===== src/hw/rtl/wffs_pkg.sv =====
`default_nettype none
package wffs_pkg;

    localparam int FLOWS_DEF         = 16;
    localparam int JOBS_PER_FLOW_DEF = 16;

    typedef enum logic [1:0] {
        MODE_ENQ = 2'd0,
        MODE_SRV = 2'd1,
        MODE_RM  = 2'd2,
        MODE_NOP = 2'd3
    } mode_t;

    typedef enum logic [1:0] {
        STAT_DONE  = 2'd0,
        STAT_FULL  = 2'd1,
        STAT_EMPTY = 2'd2,
        STAT_RSV   = 2'd3
    } status_t;

    typedef enum logic [2:0] {
        CELL_NOP,
        CELL_ACT,
        CELL_PUSH,
        CELL_POP,
        CELL_SETCNT
    } cell_op_t;

    typedef struct packed {
        cell_op_t    op;
        logic [31:0] weight;
    } cell_cmd_t;

    typedef struct packed {
        logic [31:0] id;
        logic [15:0] weight;
        logic [31:0] handle;
    } job_t;

    typedef enum logic [3:0] {
        S_IDLE,
        S_ENQ_CHK,
        S_SEARCH,
        S_ENQ_WR,
        S_SRV_RD,
        S_SRV_DATA,
        S_RM_FLOW,
        S_RM_RD,
        S_RM_DATA
    } state_t;

endpackage
`default_nettype wire


===== src/hw/rtl/wffs_cell.sv =====
`default_nettype none
module wffs_cell #(
    parameter int FLOWS         = 16,
    parameter int JOBS_PER_FLOW = 16,
    parameter int IDX           = 0,
    localparam int FW = $clog2(FLOWS),
    localparam int HW = (JOBS_PER_FLOW > 1) ? $clog2(JOBS_PER_FLOW) : 1,
    localparam int CW = $clog2(JOBS_PER_FLOW + 1)
) (
    input  wire logic                clk,
    input  wire logic                rst_n,
    input  wffs_pkg::cell_cmd_t      cmd,
    input  wire logic [FW-1:0]       sel,
    input  wire logic [CW-1:0]       kept,
    input  wire logic                cin_valid,
    input  wire logic [FW-1:0]       cin_idx,
    input  wire logic [31:0]         cin_weight,
    output logic                     active,
    output logic [31:0]              weight,
    output logic [CW-1:0]            count,
    output logic [HW-1:0]            head,
    output logic                     cout_valid,
    output logic [FW-1:0]            cout_idx,
    output logic [31:0]              cout_weight
);
    import wffs_pkg::*;

    logic          active_reg, active_next;
    logic [31:0]   weight_reg, weight_next;
    logic [CW-1:0] count_reg, count_next;
    logic [HW-1:0] head_reg, head_next;
    logic          cv_reg, cv_next;
    logic [FW-1:0] ci_reg, ci_next;
    logic [31:0]   cw_reg, cw_next;
    logic [32:0]   sum;
    logic [HW:0]   head_inc;
    logic          mine;

    always_comb
    begin
        mine        = (sel == FW'(IDX));
        active_next = active_reg;
        weight_next = weight_reg;
        count_next  = count_reg;
        head_next   = head_reg;
        sum         = {1'b0, weight_reg} + {17'b0, cmd.weight[15:0]};
        head_inc    = {1'b0, head_reg} + (HW+1)'(1);
        if (mine)
        begin
            case (cmd.op)
                CELL_ACT:
                begin
                    active_next = 1'b1;
                    weight_next = cmd.weight;
                    count_next  = '0;
                    head_next   = '0;
                end
                CELL_PUSH:
                begin
                    count_next = count_reg + CW'(1);
                end
                CELL_POP:
                begin
                    weight_next = sum[32] ? 32'hFFFF_FFFF : sum[31:0];
                    count_next  = count_reg - CW'(1);
                    head_next   = (head_inc == (HW+1)'(JOBS_PER_FLOW)) ? '0 : head_inc[HW-1:0];
                    if (count_reg == CW'(1))
                    begin
                        active_next = 1'b0;
                        count_next  = '0;
                        head_next   = '0;
                    end
                end
                CELL_SETCNT:
                begin
                    count_next = kept;
                    if (kept == '0)
                    begin
                        active_next = 1'b0;
                        head_next   = '0;
                    end
                end
                default:
                begin
                end
            endcase
        end
        // strict compare keeps the lower flow on ties
        if (active_reg && (!cin_valid || weight_reg < cin_weight))
        begin
            cv_next = 1'b1;
            ci_next = FW'(IDX);
            cw_next = weight_reg;
        end
        else
        begin
            cv_next = cin_valid;
            ci_next = cin_idx;
            cw_next = cin_weight;
        end
    end

    always_ff @(posedge clk or negedge rst_n)
    begin
        if (!rst_n)
        begin
            active_reg <= 1'b0;
            weight_reg <= '0;
            count_reg  <= '0;
            head_reg   <= '0;
            cv_reg     <= 1'b0;
        end
        else
        begin
            active_reg <= active_next;
            weight_reg <= weight_next;
            count_reg  <= count_next;
            head_reg   <= head_next;
            cv_reg     <= cv_next;
        end
    end

    always_ff @(posedge clk)
    begin
        ci_reg <= ci_next;
        cw_reg <= cw_next;
    end

    assign active      = active_reg;
    assign weight      = weight_reg;
    assign count       = count_reg;
    assign head        = head_reg;
    assign cout_valid  = cv_reg;
    assign cout_idx    = ci_reg;
    assign cout_weight = cw_reg;
endmodule
`default_nettype wire


===== config.mk =====
export PLATFORM = sky130hd
export DESIGN_NAME = wffs_cell
export DESIGN_NICKNAME = d
export VERILOG_FILES = /design/src/hw/rtl/wffs_pkg.sv /design/src/hw/rtl/wffs_cell.sv
export SDC_FILE = /design/constraint.sdc
export NUM_CORES = 1
export LEC_CHECK = 0
export ABC_AREA = 1
export BUFFER_PORTS_ARGS = -buffer_cell sky130_fd_sc_hd__buf_4
export CORE_MARGIN = 5
export CORE_UTILIZATION = 33
export DETAILED_ROUTE_END_ITERATION = 8
export PLACE_DENSITY = 0.66
export RECOVER_POWER = 25
export SLEW_MARGIN = 20
export SYNTH_ARGS = -nofsm -noshare
export SYNTH_HDL_FRONTEND = slang
export SYNTH_SLANG_ARGS = --single-unit

===== constraint.sdc =====
create_clock -name clk -period 2.57 [get_ports clk]
set_input_delay 0.514 -clock clk [delete_from_list [all_inputs] [get_ports clk]]
set_output_delay 0.514 -clock clk [all_outputs]
set_load 0.05 [all_outputs]

==> out/results.ini, run 1 <==
[worst_hold_path]
hp-class=primary input to flip-flop

[yosys]
synthDominantCellAreaShare=0.178
seq_area_frac_synth=0.298
synth_commonest_cells=nand2_1 (273), inv_1 (95), nand3_1 (82), nor2_1 (72)
synth_warnings=0
ys_types=43
avgSynthCellArea_sq_um=6.74
syn_nets=1031
synthFlopType=dfrtp_1
yosysTopAreaCell=dfrtp_1
synth_cells=896
synthArstFlopShare=0.544
syn_area_sq_um=6040
yosys.cell_count.top_type=nand2_1
synth.area.top_cells=dfrtp_1 (18%), nand2_1 (17%), dfxtp_1 (12%), ha_1 (11%), nand3_1 (6.8%)
ys_ff_latch=79
synth-edff-count=0

[die]
ios=162
core_area_sq_um=18000
die_area_sq_um=21100
chipHeight_microns=145
initial_core_util=0.336
die_x_microns=145
rows=49

[grt]
grt_start_max_net_pins=44
antenna_found_initial=0
grt_use_total=0.181
met3_usage=0.0412
grt_pass1_wl_mm=31.7
use_met1=0.236
grt_use_met2=0.298
busiest_layer=met2
grt_overflow_total=0
grt_pass1_vias=6226

[final_layout]
nNetsFinal=1205
fillers=1864
drive_gt1_frac=0.239
fin_cells=1304
antennaDiodeCount=0
syn_to_final_growth_pct=31.5

[placement]
place_inst=1288
dp_hpwl_mm=15.3
dp_slack_ns=0.105
port_buffers=161
gp_congestion=0.938

[clock_network]
clockRootBuffer=clkbuf_16
clk_pin_slew_worst_paths_ns=0.06
htreeDepth=3
cts_setup_buffers=0
cts_resized=0
tritoncts=built
cts_buffer_depth=2
cts_buffers=9
cts.sinks=79
ctsHoldBuffers=0
clkLatencyLatePin_ns=0.35

[run]
cap_violations=0

[timing]
period_share=0.881
worstMarginPinSlew_ns=1.22
drv_slew=0
slew_headroom=0.185
setup_tns_ns=0
post-route-min-period_ns=2.26
finalHoldViolCount=0
hold-worst-slack_ns=0.358
fin_ws_ns=0.307
clock.fmax_mhz=442
fin_skew_ns=0.00885
rsz0062_at_grt=false
setup_viol=0

[setup_path]
path_class=flip-flop to flip-flop
cp-end-kind=flip-flop
cp_data_arrival_time_ns=2.48
start_kind=flip-flop
critPathMaxFanout=24
cp_data_required_time_ns=2.79

[route]
routed_wirelength_mm=19.2
vias=6267
drtPass1Iterations=5
viasPerCell=4.81
ant_nets=0
drc_errors=0
wl_per_cell_microns=14.7
drtIter0Drc=397

[status]
status=completed

[power]
power.density_nw_per_um2=871
vdd_drop_max_uv=467
p_leak_nw=4.21

## metal layers
metal  routed length (microns)  vias up
met2                      8760      165
met3                      1080       22
met1                      9060     2828
met5                         0        -
met4                       306        0
li1                          -     3252
## worst max-delay path, cell delays in order, from the launching register on
cell     delay [ns]
dfrtp_1        0.43
ha_1           0.24
fa_1           0.39
nand3_1        0.12
nand2_2        0.10
nand2_1        0.08
nand2_2        0.08
nand2_2        0.08
nand2_4        0.07
nand2_2        0.08
nand2_4        0.18
nor2_1         0.18
o21ai_0        0.09
## cells in the final DEF, fill, tap and decap left out, types with 34 or more instances in the layout
cell type,count
ha_1,51
buf_4,177
inv_1,95
nand3_1,82
o21ai_0,51
dfrtp_1,43
dfxtp_1,36
nand2_1,273
nor2_1,72
a21oi_1,34
## through the flow
stage / total power, mW / cell area (sq um) / utilization
floorplan: 4.27 / 6040 / -
global placement: 5.47 / 7630 / 0.425
detailed placement: 5.49 / 7630 / 0.425
CTS: 7.00 / 7970 / 0.444
global route: 7.38 / 7940 / 0.442
finish: 6.92 / 7940 / 0.442
## final cells by class
class	instances	area [sq um]	area share
clock inverter	4	73.8	0.00930
timing repair buffer	187	1400	0.176
tap	229	287	0.0361
multi-input combinational	689	3730	0.469
clock buffer	12	268	0.0337
inverter	104	390	0.0492
sequential	79	1800	0.226
## cells by family (layout without fill, tap and decap cells)
kind of cell / Yosys count / count (layout) / share of synthesized area
xor+xnor: 19 / 19 / 0.0276
compound gates: 128 / 128 / 0.127
flops: 79 / 79 / 0.298
buf+inv: 128 / 307 / 0.0852
fa+ha+maj: 52 / 52 / 0.109
simple gates: 490 / 490 / 0.354
## where the power goes
part,internal (mW),total (mW),switching [mW]
Sequential,1.54,1.80,0.259
Combinational,1.15,3.62,2.47
Clock,0.938,1.50,0.558
Total,3.63,6.92,3.29
## final timing paths
check,from,endpoint,slack (ns),cells after the start
setup / recovery,weight[0],weight[13],0.31,12
hold / removal,cin_weight[3],cout_weight[3],0.36,3
setup reg to reg,weight[0],weight[13],0.31,12
hold reg to reg,head[1],head[1],0.57,2
max in group asynchronous,rst_n,weight[10],1.41,1
min in group asynchronous,rst_n,head[0],0.42,1
Power figures use the tool's default switching activity.
==> run 2: changes to the inputs <==
--- a/config.mk
+++ b/config.mk
@@ -7,7 +7,6 @@
 export LEC_CHECK = 0
 export ABC_AREA = 1
 export BUFFER_PORTS_ARGS = -buffer_cell sky130_fd_sc_hd__buf_4
-export CORE_MARGIN = 5
 export CORE_UTILIZATION = 33
 export DETAILED_ROUTE_END_ITERATION = 8
 export PLACE_DENSITY = 0.66
==> run 2 against run 1 <==
Worst hold slack worse by 0.0037 ns. Clock skew is essentially flat. Sequential power is essentially flat. First-iteration DRC count down 28%. Die area down 11%. Combinational power about the same. Power down 0.19%. Final cell count grew 0.15%. Sequential share of layout area is essentially flat. Largest cell class unchanged. Critical path depth stayed put.
==> out/results.ini, run 2 (synthesis results as in run 1) <==
[clock_network]
cts_buffers=9  ; unchanged
clockRootBuffer=clkbuf_16
clk_pin_slew_worst_paths_ns=0.07  ; about the same
tritoncts=built
cts_setup_buffers=0  ; unchanged
ctsHoldBuffers=0  ; unchanged
htreeDepth=3  ; unchanged
clkLatencyLatePin_ns=0.35  ; about the same
cts_resized=0  ; unchanged
cts_buffer_depth=2  ; unchanged
cts.sinks=79  ; unchanged

[final_layout]
final_common_cell=nand2_1
antennaDiodeCount=0  ; unchanged
syn_to_final_growth_pct=31.8
mostFrequentLayoutCells=nand2_1 (273), buf_4 (181), inv_1 (95)
drive_gt1_frac=0.242  ; +0.00327
nNetsFinal=1207  ; +0.17%

[worst_hold_path]
hold_start=cin_weight[23]
hp-class=primary input to flip-flop

[placement]
dp_hpwl_mm=14.7  ; -3.5%
gp_congestion=0.880  ; -6.2%
port_buffers=161  ; unchanged

[power]
p_leak_nw=4.23  ; +0.32%
vdd_drop_max_uv=487  ; +4.1%
power.density_nw_per_um2=868  ; -0.37%

[route]
drc_errors=0  ; unchanged
wl_per_cell_microns=14.1  ; -4.6%
vias=6213  ; -0.86%
viasPerCell=4.76  ; -1.0%
drtPass1Iterations=5  ; unchanged
ant_nets=0  ; unchanged
routed_wirelength_mm=18.4  ; -4.4%
drtIter0Drc=284  ; -28%

[grt]
grt_use_total=0.200  ; +0.0190
grt_overflow_total=0  ; unchanged
antenna_found_initial=0  ; unchanged
grt_pass1_vias=5687  ; -8.7%
grt_start_max_net_pins=44  ; unchanged
grt_pass1_wl_mm=29.0  ; -8.4%

[setup_path]
critPathMaxFanout=24  ; unchanged
path_class=flip-flop to flip-flop
crit_chain=ha_1 -> fa_1 -> nand3_1 -> nand2_2 -> nand2_1 -> nand2_2 -> nand2_2 -> nand2_4 -> nand2_2 -> nand2_4 -> nor2_1 -> o21ai_2
slowest_delay_ns=0.42  ; about the same
timing.rr.start=weight[0]
crit_slowest_cell=dfrtp_1
cp_data_arrival_time_ns=2.49  ; about the same
startpoint=weight[0]
cpMostUsedCell=nand2_2
cp_data_required_time_ns=2.81  ; +0.02 ns
cp-end-kind=flip-flop
start_kind=flip-flop

[timing]
slew_headroom=0.190  ; +0.00453
finalHoldViolCount=0  ; unchanged
post-route-min-period_ns=2.25  ; -0.0150 ns
worstMarginPinSlew_ns=1.22  ; -0.00679 ns
rsz0062_at_grt=false
setup_viol=0  ; unchanged
period_share=0.875  ; -0.00585
fin_skew_ns=0.00867  ; -0.000181 ns
drv_slew=0  ; unchanged
setup_tns_ns=0  ; unchanged
hold-worst-slack_ns=0.354  ; -0.00374 ns
clock.fmax_mhz=445  ; +0.67%

[die]
die_x_microns=137  ; -5.5%
chipHeight_microns=137  ; -5.5%
ios=162  ; unchanged
rows=49  ; unchanged
die_area_sq_um=18800  ; -11%
core_area_sq_um=18000  ; unchanged
initial_core_util=0.336  ; unchanged

[status]
status=completed

[run]
cap_violations=0  ; unchanged

[run 2: worst paths after layout]
kind / endpoint / slack, ns / cells past startpoint
max in group asynchronous: weight[16] / 1.43 / 1
max reg2reg: weight[19] / 0.32 / 12
max: weight[19] / 0.32 / 12
min reg2reg: head[2] / 0.57 / 2
min in group asynchronous: weight[29] / 0.42 / 1
min: cout_weight[23] / 0.35 / 3
[run 2: power breakdown]
group	switching, mW	internal, mW
Combinational	2.44	1.16
Sequential	0.261	1.54
Clock	0.558	0.944
Total	3.26	3.64
[run 2: critical path, delay by kind of cell (launching register included)]
family | cells | cell delay (ns)
adders and majority gates | 2 | 0.65
DFF | 1 | 0.42
AOI/OAI and AO/OA | 1 | 0.06
and+or+nand+nor | 9 | 0.99
[run 2: stage by stage]
stage | cell area [sq um] | util | worst slack (ns) | instances | power [mW]
floorplan | 6040 | - | 0.217 | 896 | 4.27
global placement | 7630 | 0.425 | 0.133 | 1290 | 5.44
detailed placement | 7630 | 0.425 | 0.0813 | 1290 | 5.47
CTS | 7980 | 0.444 | 0.278 | 1306 | 6.99
global route | 7960 | 0.443 | 0.151 | 1306 | 7.39
finish | 7960 | 0.443 | 0.322 | 1306 | 6.90
[run 2: layer usage]
metal,routed length (microns),share of wire,track usage
met1,8570,0.47,0.265
met2,8410,0.46,0.327
met3,1140,0.062,0.0434
met4,231,0.013,0.0568
met5,0,0,0
[run 2: final cells by class]
| type | instances | area (sq um) |
|---|---|---|
| tap | 229 | 287 |
| timing repair buffer | 189 | 1410 |
| inverter | 104 | 390 |
| sequential | 79 | 1800 |
| clock buffer | 11 | 264 |
| clock inverter | 5 | 86.3 |
| fill | 1893 | 10000 |
| multi-input combinational | 689 | 3730 |
==> run 3: changes to the inputs <==
==> constraint.sdc (replaced) <==
create_clock -name clk -period 2.9 [get_ports clk]
set_input_delay 0.58 -clock clk [delete_from_list [all_inputs] [get_ports clk]]
set_output_delay 0.58 -clock clk [all_outputs]
set_load 0.05 [all_outputs]
==> run 3 against run 2 <==
Power is 14% lower. Via count is 0.45% lower. Global-route usage hardly changed. Clock power is 21% lower. Non-clock buffer count is 16 lower. Sequential power is 7% lower. Worst hold slack better by 0.076 ns. Routed wire length is 0.17% higher. Register-to-register slack better by 0.23 ns. Clock skew is 0.00059 ns higher. Largest power group unchanged. Highest routed layer unchanged.
==> out/results.ini, run 3 (synthesis results as in run 1) <==
[route]
drtIter0Drc=312  ; +9.9%
drc_errors=0  ; unchanged
route.met3.wl_microns=937  ; -18%
wl_per_cell_microns=14.3  ; +1.4%
routed_wirelength_mm=18.4  ; +0.17%
met2_length_mm=8.53  ; +1.4%
ant_nets=0  ; unchanged
drtPass1Iterations=4  ; -1
top_layer=met4
viasPerCell=4.79  ; +0.78%
wl_met1_mm=8.76  ; +2.3%
vias=6185  ; -0.45%

[setup_path]
cp_data_arrival_time_ns=2.57  ; +0.08 ns
r2r_setup_slack_ns=0.55  ; +0.23 ns
start_kind=flip-flop
r2r_cells=12  ; unchanged
path_class=flip-flop to flip-flop
critPathMaxFanout=24  ; unchanged
cp-end-kind=flip-flop
cp_data_required_time_ns=3.12  ; +0.31 ns
timing.rr.start=weight[0]
r2r_end=weight[20]

[final_layout]
final_common_cell=nand2_1
fin_cells=1290  ; -1.2%
post-route-util=0.434  ; -0.00933
syn_to_final_growth_pct=29.0
mostFrequentLayoutCells=nand2_1 (273), buf_4 (164), inv_1 (95)
fillers=1935  ; +2.2%
antennaDiodeCount=0  ; unchanged
multi_input_area_sq_um=3730  ; unchanged
ff_latch_area_sq_um=1800  ; unchanged
drive_gt1_frac=0.230  ; -0.0124
nNetsFinal=1191  ; -1.3%

[clock_network]
cts_buffers=9  ; unchanged
clockRootBuffer=clkbuf_16
tritoncts=built
clkLatencyLatePin_ns=0.34  ; about the same
cts.sinks=79  ; unchanged
ctsHoldBuffers=0  ; unchanged
cts_resized=0  ; unchanged
htreeDepth=3  ; unchanged
cts_buffer_depth=2  ; unchanged
clk_pin_slew_worst_paths_ns=0.07  ; about the same
cts_setup_buffers=0  ; unchanged

[timing]
setup_tns_ns=0  ; unchanged
worstMarginPinSlew_ns=1.19  ; -0.0278 ns
period_share=0.811  ; -0.0638
fin_ws_ns=0.548  ; +0.226 ns
post-route-min-period_ns=2.35  ; +0.104 ns
setup_viol=0  ; unchanged
slew_headroom=0.208  ; +0.0186
finalHoldViolCount=0  ; unchanged
rsz0062_at_grt=false
drv_slew=0  ; unchanged
clock.fmax_mhz=425  ; -4.4%
fin_skew_ns=0.00926  ; +0.000591 ns

[die]
ios=162  ; unchanged
die_x_microns=137  ; unchanged
initial_core_util=0.336  ; unchanged
rows=49  ; unchanged
chipHeight_microns=137  ; unchanged
core_area_sq_um=18000  ; unchanged
die_area_sq_um=18800  ; unchanged

[power]
p_leak_nw=4.13  ; -2.3%
power.density_nw_per_um2=758  ; -13%
p_total_mw=5.91  ; -14%
vdd_drop_max_uv=460  ; -5.4%

[run]
cap_violations=0  ; unchanged

[grt]
antenna_found_initial=0  ; unchanged
grt_pass1_wl_mm=29.2  ; +0.57%
grt_start_max_net_pins=44  ; unchanged
grt_pass1_vias=5716  ; +0.51%
grt_use_total=0.200  ; about the same
grt_overflow_total=0  ; unchanged

[placement]
dp_slack_ns=0.249  ; +0.168 ns
dp_hpwl_mm=14.7  ; -0.35%
gp_congestion=0.930  ; +5.7%
place_inst=1274  ; -1.2%
port_buffers=161  ; unchanged

[worst_hold_path]
whs_path_depth=3  ; unchanged
whs_endpoint=cout_weight[3]
hp-class=primary input to flip-flop
hold_start=cin_weight[3]

[status]
status=completed

-- run 3: area by class of cell --
type | instances | share of cell area
flip-flops and latches | 79 | 0.231
clock inverters | 6 | 0.00723
clock buffers | 10 | 0.0321
multi-input cells | 689 | 0.478
repair buffers | 173 | 0.165
well taps | 229 | 0.0368
inverters | 104 | 0.0501
-- run 3: worst max path at each step --
stage / start / to / cells after the start
after detailed placement: cmd[0] / weight[20] / 13
after global routing: weight[0] / weight[31] / 12
after CTS: weight[0] / weight[20] / 12
after floorplan: weight[0] / weight[0] / 13
final: weight[0] / weight[20] / 12
after global placement: cmd[0] / weight[0] / 13
-- run 3: power by group --
| part | switching, mW | internal [mW] | total, mW |
|---|---|---|---|
| clock | 0.479 | 0.714 | 1.19 |
| sequential | 0.309 | 1.36 | 1.67 |
| combinational | 2.08 | 0.961 | 3.04 |
| total | 2.87 | 3.04 | 5.91 |
-- run 3: metal layers --
layer,up-vias,track usage
met4,0,0.0482
met2,133,0.329
met5,-,0
li1,3220,-
met1,2824,0.271
met3,8,0.0353
-- run 3: stage by stage --
stage	cell area, sq um	hold slack (ns)
detailed placement	7510	0.559
finish	7790	0.430
floorplan	6040	0.284
global route	7790	0.428
CTS	7820	0.266
global placement	7510	0.543
-- run 3: critical path, cell delays in order (launching register included) --
cell and delay, ns:
dfrtp_1 0.42, ha_1 0.25, fa_1 0.43, nand3_1 0.12, nand2_2 0.09, nand2_1 0.09
nand2_2 0.08, nand2_2 0.08, nand2_4 0.07, nand2_2 0.08, nand2_4 0.19, nor2_1 0.24
o21ai_2 0.07
